==> src/rtl/mwm_pkg.sv <==
// ----------------------------------------------------------------------------
// mwm_pkg: shared types and constants for the mecanum wheel mixer
// Stage counts, field widths, angle constants and the quarter-wave sine table.
// ----------------------------------------------------------------------------
package mwm_pkg;

   localparam int DEF_FULL_SCALE_IN = 100;
   localparam int DEF_DUTY_MAX      = 255;

   localparam int NUM_WHEELS    = 4;
   localparam int ANGLE_STAGES  = 5;
   localparam int MIX_STAGES    = 2;
   localparam int DUTY_STAGES   = 4;
   localparam int NUM_STAGES    = ANGLE_STAGES + MIX_STAGES + DUTY_STAGES;

   localparam int HEADING_W = 16;
   localparam int CMD_W     = 8;
   localparam int DUTY_W    = 8;
   localparam int MASK_W    = 4;

   localparam int DEG_FULL    = 360;
   localparam int DEG_HALF    = 180;
   localparam int DEG_QUARTER = 90;
   localparam int DEG_THREEQ  = 270;

   // heading is offset by 2^15 to make it unsigned; this is its residue mod 360
   localparam int HEAD_OFS   = (1 << (HEADING_W - 1)) % DEG_FULL;
   localparam int HEAD_SHIFT = 24;
   localparam int HEAD_RECIP = (1 << HEAD_SHIFT) / DEG_FULL;
   localparam int HEAD_Q_W   = 8;

   localparam int TRIG_W   = 17;   // signed Q1.15 with +1.0 representable
   localparam int FRAC_W   = 15;
   localparam int PROD_W   = 25;
   localparam int SUM_W    = 26;
   localparam int MAG_W    = 9;

   typedef struct packed {
      logic signed [TRIG_W-1:0] sine;
      logic signed [TRIG_W-1:0] cosine;
      logic signed [CMD_W-1:0]  speed;
      logic signed [CMD_W-1:0]  rotation;
   } mwm_trig_type;

   typedef struct packed {
      logic             pos;   // truncated power strictly above zero
      logic [MAG_W-1:0] mag;   // |power| after truncation toward zero
   } mwm_power_type;

   function automatic logic [15:0] sine_quarter(input logic [6:0] idx);
      logic [15:0] v;
      case (idx)
         7'd0: v = 16'd0;          7'd1: v = 16'd572;        7'd2: v = 16'd1144;
         7'd3: v = 16'd1715;       7'd4: v = 16'd2286;       7'd5: v = 16'd2856;
         7'd6: v = 16'd3425;       7'd7: v = 16'd3993;       7'd8: v = 16'd4560;
         7'd9: v = 16'd5126;       7'd10: v = 16'd5690;      7'd11: v = 16'd6252;
         7'd12: v = 16'd6813;      7'd13: v = 16'd7371;      7'd14: v = 16'd7927;
         7'd15: v = 16'd8481;      7'd16: v = 16'd9032;      7'd17: v = 16'd9580;
         7'd18: v = 16'd10126;     7'd19: v = 16'd10668;     7'd20: v = 16'd11207;
         7'd21: v = 16'd11743;     7'd22: v = 16'd12275;     7'd23: v = 16'd12804;
         7'd24: v = 16'd13328;     7'd25: v = 16'd13848;     7'd26: v = 16'd14365;
         7'd27: v = 16'd14876;     7'd28: v = 16'd15384;     7'd29: v = 16'd15886;
         7'd30: v = 16'd16384;     7'd31: v = 16'd16877;     7'd32: v = 16'd17364;
         7'd33: v = 16'd17847;     7'd34: v = 16'd18324;     7'd35: v = 16'd18795;
         7'd36: v = 16'd19261;     7'd37: v = 16'd19720;     7'd38: v = 16'd20174;
         7'd39: v = 16'd20622;     7'd40: v = 16'd21063;     7'd41: v = 16'd21498;
         7'd42: v = 16'd21926;     7'd43: v = 16'd22348;     7'd44: v = 16'd22763;
         7'd45: v = 16'd23170;     7'd46: v = 16'd23571;     7'd47: v = 16'd23965;
         7'd48: v = 16'd24351;     7'd49: v = 16'd24730;     7'd50: v = 16'd25102;
         7'd51: v = 16'd25466;     7'd52: v = 16'd25822;     7'd53: v = 16'd26170;
         7'd54: v = 16'd26510;     7'd55: v = 16'd26842;     7'd56: v = 16'd27166;
         7'd57: v = 16'd27482;     7'd58: v = 16'd27789;     7'd59: v = 16'd28088;
         7'd60: v = 16'd28378;     7'd61: v = 16'd28660;     7'd62: v = 16'd28932;
         7'd63: v = 16'd29197;     7'd64: v = 16'd29452;     7'd65: v = 16'd29698;
         7'd66: v = 16'd29935;     7'd67: v = 16'd30163;     7'd68: v = 16'd30382;
         7'd69: v = 16'd30592;     7'd70: v = 16'd30792;     7'd71: v = 16'd30983;
         7'd72: v = 16'd31164;     7'd73: v = 16'd31336;     7'd74: v = 16'd31499;
         7'd75: v = 16'd31651;     7'd76: v = 16'd31795;     7'd77: v = 16'd31928;
         7'd78: v = 16'd32052;     7'd79: v = 16'd32166;     7'd80: v = 16'd32270;
         7'd81: v = 16'd32365;     7'd82: v = 16'd32449;     7'd83: v = 16'd32523;
         7'd84: v = 16'd32588;     7'd85: v = 16'd32643;     7'd86: v = 16'd32688;
         7'd87: v = 16'd32723;     7'd88: v = 16'd32748;     7'd89: v = 16'd32763;
         7'd90: v = 16'd32768;
         default: v = 16'd0;
      endcase
      return v;
   endfunction

endpackage

==> src/rtl/mwm_angle.sv <==
// ----------------------------------------------------------------------------
// mwm_angle: heading to sine and cosine
// Reduces the heading mod 360, adds 90 degrees for the sine and 180 for the
// cosine, and looks up the signed Q1.15 values. Speed and rotation ride along.
// ----------------------------------------------------------------------------
module mwm_angle
   import mwm_pkg::*;
(
   input  logic                        clock,
   input  logic [ANGLE_STAGES-1:0]     en,
   input  logic signed [HEADING_W-1:0] heading_deg,
   input  logic signed [CMD_W-1:0]     speed,
   input  logic signed [CMD_W-1:0]     rotation,
   output mwm_trig_type                trig
);

   typedef struct packed {
      logic [1:0] quad;
      logic [6:0] rem;
   } quad_type;

   function automatic quad_type quad_split(input logic [8:0] a);
      quad_type res;
      if (a >= 9'(DEG_THREEQ)) begin
         res.quad = 2'd3;
         res.rem  = 7'(a - 9'(DEG_THREEQ));
      end else if (a >= 9'(DEG_HALF)) begin
         res.quad = 2'd2;
         res.rem  = 7'(a - 9'(DEG_HALF));
      end else if (a >= 9'(DEG_QUARTER)) begin
         res.quad = 2'd1;
         res.rem  = 7'(a - 9'(DEG_QUARTER));
      end else begin
         res.quad = 2'd0;
         res.rem  = 7'(a);
      end
      return res;
   endfunction

   function automatic logic signed [TRIG_W-1:0] trig_lookup(input quad_type qr);
      logic [6:0]               idx;
      logic signed [TRIG_W-1:0] m;
      idx = qr.quad[0] ? 7'(7'(DEG_QUARTER) - qr.rem) : qr.rem;
      m   = $signed({1'b0, sine_quarter(idx)});
      return qr.quad[1] ? -m : m;
   endfunction

   // stage 1: offset to unsigned, reciprocal multiply for the quotient by 360
   logic [HEADING_W-1:0] u_in, u_ff;
   logic [HEAD_Q_W-1:0]  qh_in, qh_ff;
   logic [31:0]          hprod;

   // stage 2: first remainder, below 720
   logic [16:0]          diff;
   logic [9:0]           r0_in, r0_ff;

   // stage 3: heading mod 360
   logic [9:0]           r1, red10;
   logic [8:0]           red_in, red_ff;

   // stage 4: angle of the sine and the cosine, split into quadrants
   logic [9:0]           as10, ac10;
   quad_type             qs_in, qs_ff, qc_in, qc_ff;

   // stage 5: table lookup
   logic signed [TRIG_W-1:0] sine_in, sine_ff, cos_in, cos_ff;

   logic signed [CMD_W-1:0] spd_ff [ANGLE_STAGES];
   logic signed [CMD_W-1:0] rot_ff [ANGLE_STAGES];

   always_comb begin
      u_in   = {~heading_deg[HEADING_W-1], heading_deg[HEADING_W-2:0]};
      hprod  = 32'(u_in) * 32'(HEAD_RECIP);
      qh_in  = hprod[HEAD_SHIFT+HEAD_Q_W-1:HEAD_SHIFT];

      diff   = {1'b0, u_ff} - 17'(qh_ff) * 17'(DEG_FULL);
      r0_in  = diff[9:0];

      r1     = (r0_ff >= 10'(DEG_FULL)) ? 10'(r0_ff - 10'(DEG_FULL)) : r0_ff;
      red10  = (r1 >= 10'(HEAD_OFS)) ? 10'(r1 - 10'(HEAD_OFS))
                                     : 10'(r1 + 10'(DEG_FULL - HEAD_OFS));
      red_in = red10[8:0];

      as10   = {1'b0, red_ff} + 10'(DEG_QUARTER);
      if (as10 >= 10'(DEG_FULL)) begin
         as10 = 10'(as10 - 10'(DEG_FULL));
      end
      ac10   = {1'b0, red_ff} + 10'(DEG_HALF);
      if (ac10 >= 10'(DEG_FULL)) begin
         ac10 = 10'(ac10 - 10'(DEG_FULL));
      end
      qs_in  = quad_split(as10[8:0]);
      qc_in  = quad_split(ac10[8:0]);

      sine_in = trig_lookup(qs_ff);
      cos_in  = trig_lookup(qc_ff);
   end

   always_ff @(posedge clock) begin
      if (en[0]) begin
         u_ff      <= u_in;
         qh_ff     <= qh_in;
         spd_ff[0] <= speed;
         rot_ff[0] <= rotation;
      end
      if (en[1]) begin
         r0_ff <= r0_in;
      end
      if (en[2]) begin
         red_ff <= red_in;
      end
      if (en[3]) begin
         qs_ff <= qs_in;
         qc_ff <= qc_in;
      end
      if (en[4]) begin
         sine_ff <= sine_in;
         cos_ff  <= cos_in;
      end
      for (int i = 1; i < ANGLE_STAGES; i++) begin
         if (en[i]) begin
            spd_ff[i] <= spd_ff[i-1];
            rot_ff[i] <= rot_ff[i-1];
         end
      end
   end

   assign trig.sine     = sine_ff;
   assign trig.cosine   = cos_ff;
   assign trig.speed    = spd_ff[ANGLE_STAGES-1];
   assign trig.rotation = rot_ff[ANGLE_STAGES-1];

endmodule

==> src/rtl/mwm_mix.sv <==
// ----------------------------------------------------------------------------
// mwm_mix: wheel power mixing
// Multiplies speed by sine and cosine, forms the four wheel sums and
// truncates each toward zero to sign and magnitude.
// ----------------------------------------------------------------------------
module mwm_mix
   import mwm_pkg::*;
(
   input  logic                                clock,
   input  logic [MIX_STAGES-1:0]               en,
   input  mwm_trig_type                        trig,
   output mwm_power_type [NUM_WHEELS-1:0]      power
);

   logic signed [PROD_W-1:0] s_in, s_ff, c_in, c_ff;
   logic signed [CMD_W-1:0]  rot_ff;

   logic signed [SUM_W-1:0]  ss, cc, rq;
   logic signed [SUM_W-1:0]  sums [NUM_WHEELS];
   logic [SUM_W-1:0]         absv [NUM_WHEELS];
   mwm_power_type [NUM_WHEELS-1:0] power_in, power_ff;

   always_comb begin
      s_in = PROD_W'(trig.speed) * PROD_W'(trig.sine);
      c_in = PROD_W'(trig.speed) * PROD_W'(trig.cosine);

      ss = SUM_W'(s_ff);
      cc = SUM_W'(c_ff);
      rq = SUM_W'(rot_ff) <<< FRAC_W;

      sums[0] = ss + cc - rq;
      sums[1] = ss - cc + rq;
      sums[2] = ss + cc + rq;
      sums[3] = ss - cc - rq;

      for (int w = 0; w < NUM_WHEELS; w++) begin
         absv[w] = sums[w][SUM_W-1] ? SUM_W'(-sums[w]) : SUM_W'(sums[w]);
         power_in[w].mag = absv[w][FRAC_W+MAG_W-1:FRAC_W];
         power_in[w].pos = !sums[w][SUM_W-1] && (power_in[w].mag != '0);
      end
   end

   always_ff @(posedge clock) begin
      if (en[0]) begin
         s_ff   <= s_in;
         c_ff   <= c_in;
         rot_ff <= trig.rotation;
      end
      if (en[1]) begin
         power_ff <= power_in;
      end
   end

   assign power = power_ff;

endmodule

==> src/rtl/mwm_duty.sv <==
// ----------------------------------------------------------------------------
// mwm_duty: magnitude to duty for one wheel
// duty = mag * DUTY_MAX / FULL_SCALE_IN, truncated and saturated; the
// quotient comes from a reciprocal multiply and one correction step.
// ----------------------------------------------------------------------------
module mwm_duty
   import mwm_pkg::*;
#(
   parameter int FULL_SCALE_IN = DEF_FULL_SCALE_IN,
   parameter int DUTY_MAX      = DEF_DUTY_MAX
) (
   input  logic                   clock,
   input  logic [DUTY_STAGES-1:0] en,
   input  mwm_power_type          power,
   input  logic                   invert,
   output logic [DUTY_W-1:0]      duty_fwd,
   output logic [DUTY_W-1:0]      duty_rev
);

   localparam int DW = $clog2(DUTY_MAX + 1);
   localparam int PW = MAG_W + DW;
   localparam int RW = $clog2(2 * FULL_SCALE_IN);
   localparam logic [PW:0] RECIP = (PW + 1)'((1 << PW) / FULL_SCALE_IN);

   logic [PW-1:0]   p_in, p8_ff, p9_ff;
   logic            sat8_ff, sat9_ff, sat10_ff;
   logic            pos8_ff, pos9_ff, pos10_ff;
   logic [2*PW:0]   prod;
   logic [PW-1:0]   q0_in, q9_ff, q10_ff;
   logic [RW-1:0]   r_in, r_ff;
   logic [DW-1:0]   duty;
   logic            dir;
   logic [DUTY_W-1:0] fwd_in, fwd_ff, rev_in, rev_ff;

   always_comb begin
      p_in  = PW'(power.mag) * PW'(DUTY_MAX);
      prod  = (2*PW+1)'(p8_ff) * (2*PW+1)'(RECIP);
      q0_in = prod[2*PW-1:PW];
      // q9 is the quotient or one less, so the remainder stays below 2F
      r_in  = RW'(p9_ff - q9_ff * PW'(FULL_SCALE_IN));
      duty  = sat10_ff ? DW'(DUTY_MAX)
                       : DW'(q10_ff + PW'(r_ff >= RW'(FULL_SCALE_IN)));
      dir    = pos10_ff ^ invert;
      fwd_in = dir ? DUTY_W'(duty) : '0;
      rev_in = dir ? '0 : DUTY_W'(duty);
   end

   always_ff @(posedge clock) begin
      if (en[0]) begin
         p8_ff   <= p_in;
         sat8_ff <= int'(power.mag) >= FULL_SCALE_IN;
         pos8_ff <= power.pos;
      end
      if (en[1]) begin
         p9_ff   <= p8_ff;
         q9_ff   <= q0_in;
         sat9_ff <= sat8_ff;
         pos9_ff <= pos8_ff;
      end
      if (en[2]) begin
         r_ff     <= r_in;
         q10_ff   <= q9_ff;
         sat10_ff <= sat9_ff;
         pos10_ff <= pos9_ff;
      end
      if (en[3]) begin
         fwd_ff <= fwd_in;
         rev_ff <= rev_in;
      end
   end

   assign duty_fwd = fwd_ff;
   assign duty_rev = rev_ff;

endmodule

==> src/rtl/mecanum_wheel_mixer.sv <==
// Throughput: one item per cycle; the eleven pipeline stages advance
// independently, so bubbles close up and req_tready drops only when every
// stage holds an item and rsp_tready is low.
// Reset: clears the stage valid bits and the wheel invert mask.
// ----------------------------------------------------------------------------
// mecanum_wheel_mixer: four-wheel mecanum drive mixer
// Heading, speed and rotation in; two duty values per wheel out.
// ----------------------------------------------------------------------------
module mecanum_wheel_mixer
   import mwm_pkg::*;
#(
   parameter int FULL_SCALE_IN = DEF_FULL_SCALE_IN,
   parameter int DUTY_MAX      = DEF_DUTY_MAX
) (
   input  logic               clock,
   input  logic               reset,
   // req_tdata: heading_deg[15:0], speed[23:16], rotation[31:24]
   input  logic               req_tvalid,
   output logic               req_tready,
   input  logic [31:0]        req_tdata,
   // rsp_tdata: wheel0_duty_fwd, wheel0_duty_rev, wheel1_duty_fwd, ...,
   //            wheel3_duty_rev, 8 bits each from bit 0 up
   output logic               rsp_tvalid,
   input  logic               rsp_tready,
   output logic [63:0]        rsp_tdata,
   input  logic               csr_valid,
   output logic               csr_ready,
   input  logic [MASK_W-1:0]  csr_wdata
);

   logic [NUM_STAGES-1:0] vld_ff, vld_in, stage_en;
   logic [MASK_W-1:0]     mask_ff, mask_in;

   mwm_trig_type                   trig;
   mwm_power_type [NUM_WHEELS-1:0] power;
   logic [DUTY_W-1:0]              duty_fwd [NUM_WHEELS];
   logic [DUTY_W-1:0]              duty_rev [NUM_WHEELS];

   // a stage may load unless it and every stage after it are full and stalled
   always_comb begin
      for (int i = 0; i < NUM_STAGES; i++) begin
         stage_en[i] = rsp_tready ||
                       !(&(vld_ff | NUM_STAGES'((1 << i) - 1)));
      end
      vld_in = vld_ff;
      if (stage_en[0]) begin
         vld_in[0] = req_tvalid;
      end
      for (int i = 1; i < NUM_STAGES; i++) begin
         if (stage_en[i]) begin
            vld_in[i] = vld_ff[i-1];
         end
      end
      mask_in = (csr_valid && csr_ready) ? csr_wdata : mask_ff;
   end

   always_ff @(posedge clock) begin
      if (reset) begin
         vld_ff  <= '0;
         mask_ff <= '0;
      end else begin
         vld_ff  <= vld_in;
         mask_ff <= mask_in;
      end
   end

   assign req_tready = stage_en[0];
   assign rsp_tvalid = vld_ff[NUM_STAGES-1];
   assign csr_ready  = 1'b1;

   mwm_angle u_angle (
      .clock       (clock),
      .en          (stage_en[ANGLE_STAGES-1:0]),
      .heading_deg ($signed(req_tdata[15:0])),
      .speed       ($signed(req_tdata[23:16])),
      .rotation    ($signed(req_tdata[31:24])),
      .trig        (trig)
   );

   mwm_mix u_mix (
      .clock (clock),
      .en    (stage_en[ANGLE_STAGES+MIX_STAGES-1:ANGLE_STAGES]),
      .trig  (trig),
      .power (power)
   );

   for (genvar w = 0; w < NUM_WHEELS; w++) begin : g_wheel
      mwm_duty #(
         .FULL_SCALE_IN (FULL_SCALE_IN),
         .DUTY_MAX      (DUTY_MAX)
      ) u_duty (
         .clock    (clock),
         .en       (stage_en[NUM_STAGES-1:ANGLE_STAGES+MIX_STAGES]),
         .power    (power[w]),
         .invert   (mask_ff[w]),
         .duty_fwd (duty_fwd[w]),
         .duty_rev (duty_rev[w])
      );
      assign rsp_tdata[w*2*DUTY_W +: DUTY_W]          = duty_fwd[w];
      assign rsp_tdata[w*2*DUTY_W + DUTY_W +: DUTY_W] = duty_rev[w];
   end

`ifndef NO_ASSERTIONS
   // one of each wheel's two duties is always zero
   a_one_side: assert property (@(posedge clock) disable iff (reset)
      rsp_tvalid |-> !((rsp_tdata[7:0] != 8'd0) && (rsp_tdata[15:8] != 8'd0)) &&
                     !((rsp_tdata[23:16] != 8'd0) && (rsp_tdata[31:24] != 8'd0)) &&
                     !((rsp_tdata[39:32] != 8'd0) && (rsp_tdata[47:40] != 8'd0)) &&
                     !((rsp_tdata[55:48] != 8'd0) && (rsp_tdata[63:56] != 8'd0)))
      else $error("both duties of a wheel nonzero");

   // input back-pressure only comes from a stalled result
   a_stall_source: assert property (@(posedge clock) disable iff (reset)
      !req_tready |-> (rsp_tvalid && !rsp_tready))
      else $error("req_tready low without output stall");

   // pipeline is empty right after reset
   a_reset_empty: assert property (@(posedge clock) disable iff (reset)
      $past(reset) |-> !rsp_tvalid)
      else $error("result presented right after reset");
`endif

endmodule
==> config.mk <==
export PLATFORM = sky130hd
export DESIGN_NAME = mecanum_wheel_mixer
export DESIGN_NICKNAME = d
export VERILOG_FILES = /design/src/rtl/mwm_pkg.sv /design/src/rtl/mwm_angle.sv /design/src/rtl/mwm_mix.sv /design/src/rtl/mwm_duty.sv /design/src/rtl/mecanum_wheel_mixer.sv
export SDC_FILE = /design/constraint.sdc
export NUM_CORES = 2
export LEC_CHECK = 0
export BUFFER_PORTS_ARGS = -buffer_cell sky130_fd_sc_hd__buf_2
export CAP_MARGIN = 15
export CORE_MARGIN = 10
export CORE_UTILIZATION = 35
export DETAILED_ROUTE_END_ITERATION = 6
export PLACE_DENSITY = 0.5
export SLEW_MARGIN = 0
export SYNTH_ARGS = -nofsm -noshare
export SYNTH_HDL_FRONTEND = slang
export SYNTH_HIERARCHICAL = 1
export SYNTH_MEMORY_MAX_BITS = 65536
export SYNTH_SLANG_ARGS = --single-unit
export TNS_END_PERCENT = 1
==> constraint.sdc <==
create_clock -name clock -period 10.7 [get_ports clock]
set_input_delay 0.535 -clock clock [delete_from_list [all_inputs] [get_ports clock]]
set_output_delay 0.535 -clock clock [all_outputs]
set_load 0.02 [all_outputs]
Yosys cells after proc, flatten, opt, wreduce, memory -nomap -nowiden
Memory sizes are Yosys's and may differ from the RTL's. A register that Yosys moved wholly into a read port is not among the register bits.
Index checks and enable logic that the tools add are counted.
- bits in registers: 490
- memory bits (writable): 80
- bits in read-only memories: 4096
- input port bits: 41
- output and inout port bits: 67
- logic and storage cells: 245
- memories kept: 4
- memory list (name ; words ; bits a word ; read ports ; clocked after memory_dff ; write ports ; RTL line ; source):
    (no name shown) ; 128 ; 16 ; 1 ; 0 ; 0 ; mwm_pkg.sv:52 ; case (idx)
    (no name shown) ; 128 ; 16 ; 1 ; 0 ; 0 ; mwm_pkg.sv:52 ;
    u_angle.rot_ff ; 5 ; 8 ; 5 ; 1 ; 5 ; mwm_angle.sv:69 ; logic signed [CMD_W-1:0] rot_ff [ANGLE_STAGES];
    u_angle.spd_ff ; 5 ; 8 ; 5 ; 0 ; 5 ; mwm_angle.sv:68 ; logic signed [CMD_W-1:0] spd_ff [ANGLE_STAGES];
- $add $sub $neg: 36
- multiply operators: 16
- $lt $le $gt $ge: 18
- mux-type cells: 32
- bitwise logic cells: 5
- reductions and logical operators: 46
- operator list (cell ; number):
    $mul 17x10->27 const B ; 4
    $mux 24 ; 4
    $neg 24->24 ; 4
    $mul 9x8->17 const B ; 4
    $mux 8 ; 8
    $ge 9x7->1 const B ; 6
    $add 26x23->26 ; 2
    $sub 26x23->26 ; 2
    $mul 8x17->25 ; 2
    $mul 11x5->6 const B ; 4
    $reduce_bool 9->1 ; 4
    $neg 16->17 ; 2
    $add 8x1->8 ; 4
    $ge 8x7->1 const B ; 4
    $mul 16x16->32 const B ; 1
    $mux 16 ; 2
    $sub 8x8->8 ; 4
    $ge 10x9->1 const B ; 3
    $mux 7 ; 4
    $mux 9 ; 3
    $add 25x25->26 ; 1
    $sub 25x25->26 ; 1
    $ge 9x8->1 const B ; 2
    $ge 9x9->1 const B ; 2
    31 further kinds ; 76

Longest topological paths before layout
- depth in word-level cells: 7
- depth in mapped cells: 29
- mapped depth without buffers: 27

Modules after synthesis
The synthesis kept the hierarchy.
- modules (own cells, without submodules) (module ; times used ; cells an instance ; area each (um2) ; sequential area each (um2)):
    mwm_duty at g_wheel[0].u_duty ... ; 3 ; 656 ; 7403.4 ; 2011.9
    mwm_angle ; 1 ; 1956 ; 18122.4 ; 5014.8
    mwm_mix ; 1 ; 1983 ; 17853.4 ; 2942.8
    mwm_duty at g_wheel[3].u_duty ; 1 ; 645 ; 7299.5 ; 2011.9
    mecanum_wheel_mixer ; 1 ; 68 ; 658.1 ; 300.3

Worst setup path before layout
No wires, ideal clock.
- kind: input to register
- from: input port req_tdata[5]
- to: register u_angle.qh_ff[6] (data pin)
- library setup time: 0.260 ns
- arrival: 5.653 ns
- required time: 10.440 ns
- slack: 4.787 ns
- stages: 21
- buffers on the path: 0
- cells stage by stage: ha_1 -> inv_1 -> fa_1 -> fa_1 -> inv_1 -> fa_1 -> inv_1 -> fa_1 -> fa_1 -> inv_1 -> ha_1 -> a21o_1 -> a21o_1 -> a211o_1 -> a21oi_1 -> o21ai_0 -> a31oi_1 -> o21ai_0 -> a211o_1 -> a21oi_1 -> xnor2_1
- word-level cells in the longest chain between the ends: 1
- ends and longest elaborated chain (what ; RTL line ; source):
    start: declaration ; mecanum_wheel_mixer.sv:20 ; input logic [31:0] req_tdata,
    $mul 16x16->32 ; mwm_angle.sv:73 ; hprod = 32'(u_in) * 32'(HEAD_RECIP);
    named net u_angle.hprod[30] ; mwm_angle.sv:51 ; logic [31:0] hprod;
    end signal: assignment ; mwm_angle.sv:102 ; qh_ff <= qh_in;
    end: declaration ; mwm_angle.sv:50 ; logic [HEAD_Q_W-1:0] qh_in, qh_ff;
The timed path passes the listed nets, and every way through them passes these cells.
A chain may end at the register's enable or synchronous reset.

==> out/metrics.csv <==
metric,value,unit
outcome,"finished, final reports clean",
drcViolationCount,0,
io_pins,108,
cpMaxStageDelayCell,xnor2_1,
relSlewSlack,23.8,%
die_area,207000,sq um
startpoint,u_mix/s_ff[4]$_DFFE_PP_,
dr.pass1.iters,6,
start_kind,flip-flop,
synth.net_count,8221,
gr-usage-all-layers,15.0,%
max_freq,0.158,GHz
die_w,455,um
synth_warnings,6,
layout-drive-gt1-share,6.37,%
port_buffers,106,
tightest_slew,1140,ps
row_count,159,
period_minus_slack,6340,ps
holdWs,100,ps
nNetsFinal,8252,
gp_congestion,0.906,
initialDrtViolationCount,2633,
grt_overflow_total,0,
async_flop_share,0,%
yosysTopAreaCell,edfxtp_1,
hp-class,primary input to flip-flop,
wl_met2,74200,um
dp_hpwl,122000,um
crit_path_end,u_mix/power[13]$_DFFE_PP_,
synth_flop_cell,edfxtp_1,
clk_latency,710,ps
cpPeakStageDelay,770,ps
regArea,16300,sq um
post-route-period-util,59.3,%
crit_type,flip-flop to flip-flop,
worst_ep_required_time,11110,ps
cp-end-kind,flip-flop,
initial_core_util,35.2,%
clk_pin_slew,60,ps
highest_layer,met5,
rr_worst_depth,23,
die_h,455,um
ant_nets,0,
ys_seq_elements,548,
multi_input_area,44200,sq um
fillCellCount,18791,
post_cts_resized,0,
cts_buffers,71,
area_growth,8.30,%
ys_top_cells_by_count,"inv_1 (1207), ha_1 (921), fa_1 (639), edfxtp_1 (533), nor2_1 (378)",
finalSetupViolations,0,
clock_skew,47.2,ps
htreeDepth,3,
cts.sinks,548,
yosysTopAreaCellShare,24.2,%
cts.root.buffer_cell,clkbuf_16,
ys_seq_area_share,24.7,%
reg2reg_to,u_mix/power[13]$_DFFE_PP_,
wirelength,154000,um
route.met3.wl,6470,um
rsz0062_at_grt,false,
post_cts_buffers,0,
utilization,38.1,%
wire_per_inst,16.7,um
grt_pass1_wl,255000,um
synth_area,66100,sq um
arrival,6760,ps
synth.avg_cell_area,9.99,sq um
grt_max_degree,77,
cts_tree,done,
vias,45620,
crit_top_cell,a21oi_1,
r2r-start,u_mix/s_ff[4]$_DFFE_PP_,
r2r_slack,4360,ps
viasPerCell,4.96,
report.final.hold_viol_count,0,
met1_length,68900,um
grt_pass1_vias,48025,
finalSetupTns,0,ps
synth_cell_type_count,139,
synthCells,6620,
synth_edf_count,533,
antenna_found_initial,3,
path_cells,"ha_1, a21o_1, nor3_2, a211oi_1, o21ai_1, a21oi_1, o41a_1, o21ai_1, nand2b_1, xnor2_1, inv_1, fa_1, o21bai_1, a21oi_1, o21bai_1, a21oi_1, o21bai_1, a21oi_1, o31a_1, xnor2_1, mux2_2, a32oi_1, o2111ai_1",
cts_buffer_depth,3,
coreArea,188000,sq um
crit_fanout,12,
cap_violations,0,
post-synth-top-count-cell,inv_1,
maxSlewViolCount,0,
ys_top_cells_by_area,"edfxtp_1 (24%), fa_1 (19%), ha_1 (17%)",
==> how the worst min path moves through the flow <==
stage	start	end	slack, ps	cells past startpoint
2_1_floorplan	g_wheel[0].u_duty/pos9_ff$_DFFE_PP_	g_wheel[0].u_duty/pos10_ff$_DFFE_PP_	400	0
3_3_place_gp	u_angle/spd_ff[0][24]$_DFFE_PP_	u_angle/spd_ff[0][32]$_DFFE_PP_	400	0
5_1_grt	req_tdata[3]	u_angle/u_ff[3]$_DFFE_PP_	50	1
3_5_place_dp	g_wheel[2].u_duty/sat9_ff$_DFFE_PP_	g_wheel[2].u_duty/sat10_ff$_DFFE_PP_	400	0
4_1_cts	req_tdata[6]	u_angle/u_ff[6]$_DFFE_PP_	20	1
6_report	req_tdata[6]	u_angle/u_ff[6]$_DFFE_PP_	100	1
==> layout by cell type, fill, tap and decap left out, types with 77 or more instances in the layout <==
cell type / Yosys / routed
fa_1: 639 / 639
nor3_1: 88 / 88
edfxtp_1: 533 / 533
nand2_1: 277 / 275
o21ai_0: 204 / 204
nand2b_1: 100 / 99
a21oi_1: 288 / 288
inv_1: 1207 / 1205
nand3_1: 94 / 94
buf_2: 57 / 106
and2_1: 193 / 193
a21o_1: 77 / 77
nor2_1: 378 / 375
xor2_1: 100 / 100
xnor2_1: 320 / 320
ha_1: 921 / 921
==> cells by family after synthesis <==
group / count (synthesis) / share of synthesized area [%]
AO/OA/AOI/OAI: 1210 / 12.6
other: 1 / 0.00567
AND/OR/NAND/NOR: 1411 / 11.0
buffers and inverters: 1421 / 8.51
XOR/XNOR: 430 / 5.86
adder cells (fa/ha/maj): 1560 / 36.8
flip-flops: 548 / 24.7
multiplexers: 39 / 0.647
==> layer usage <==
layer,up-vias,GRT usage (%)
met5,-,0
met3,244,2.33
met4,2,4.17
met2,879,25.8
met1,22108,19.4
li1,22387,-
==> registers in the layout, summed over array words and instances, names as in the netlist, 9 cells and up <==
| name | count |
|---|---|
| u_angle/red_ff | 9 |
| g_wheel.u_duty/p8_ff | 68 |
| u_mix/c_ff | 25 |
| g_wheel.u_duty/duty_fwd | 32 |
| u_mix/s_ff | 25 |
| g_wheel.u_duty/q10_ff | 32 |
| u_angle/spd_ff | 40 |
| u_angle/sine_ff | 17 |
| u_angle/rot_ff | 40 |
| g_wheel.u_duty/q9_ff | 32 |
| u_angle/r0_ff | 10 |
| u_mix/power | 40 |
| u_angle/cos_ff | 17 |
| g_wheel.u_duty/p9_ff | 24 |
| u_angle/qs_ff | 9 |
| u_angle/u_ff | 10 |
| g_wheel.u_duty/duty_rev | 32 |
| vld_ff | 11 |
| g_wheel.u_duty/r_ff | 24 |
==> critical path: cells and delay by family, from the launching register on <==
family,cells,cell delay [ps]
and+or+nand+nor,2,330
AOI/OAI and AO/OA,15,2800
muxes,1,410
DFF,1,400
xor gates and xnor gates,2,1050
buffers and inverters,1,150
adders and majority gates,2,920
==> cell type report <==
cell class	count	area share, %
diodes	1	0.00349
clock buffers	91	2.63
clock inverters	35	0.671
inverters	1216	6.37
multi-input cells	4651	61.8
flip-flops and latches	548	22.8
well taps	2495	4.36
repair buffers	163	1.44
==> stage by stage <==
step / area, sq um / setup WS [ps] / instances
after floorplan: 66100 / 4790 / 6620
after global placement: 69100 / 4240 / 9055
after detailed placement: 69100 / 4270 / 9055
after CTS: 71600 / 4410 / 9197
after global routing: 71600 / 3940 / 9200
final: 71600 / 4360 / 9200
==> timing repair <==
item / in CTS / in global routing
endpoints found under the setup margin: 0 / 0
hold buffers: 16 / 0
endpoints found under the hold margin: 16 / 0
Power is left out: the tool's default activity adds up to more than one toggle a clock period on the data nets, which glitch-free logic cannot reach.
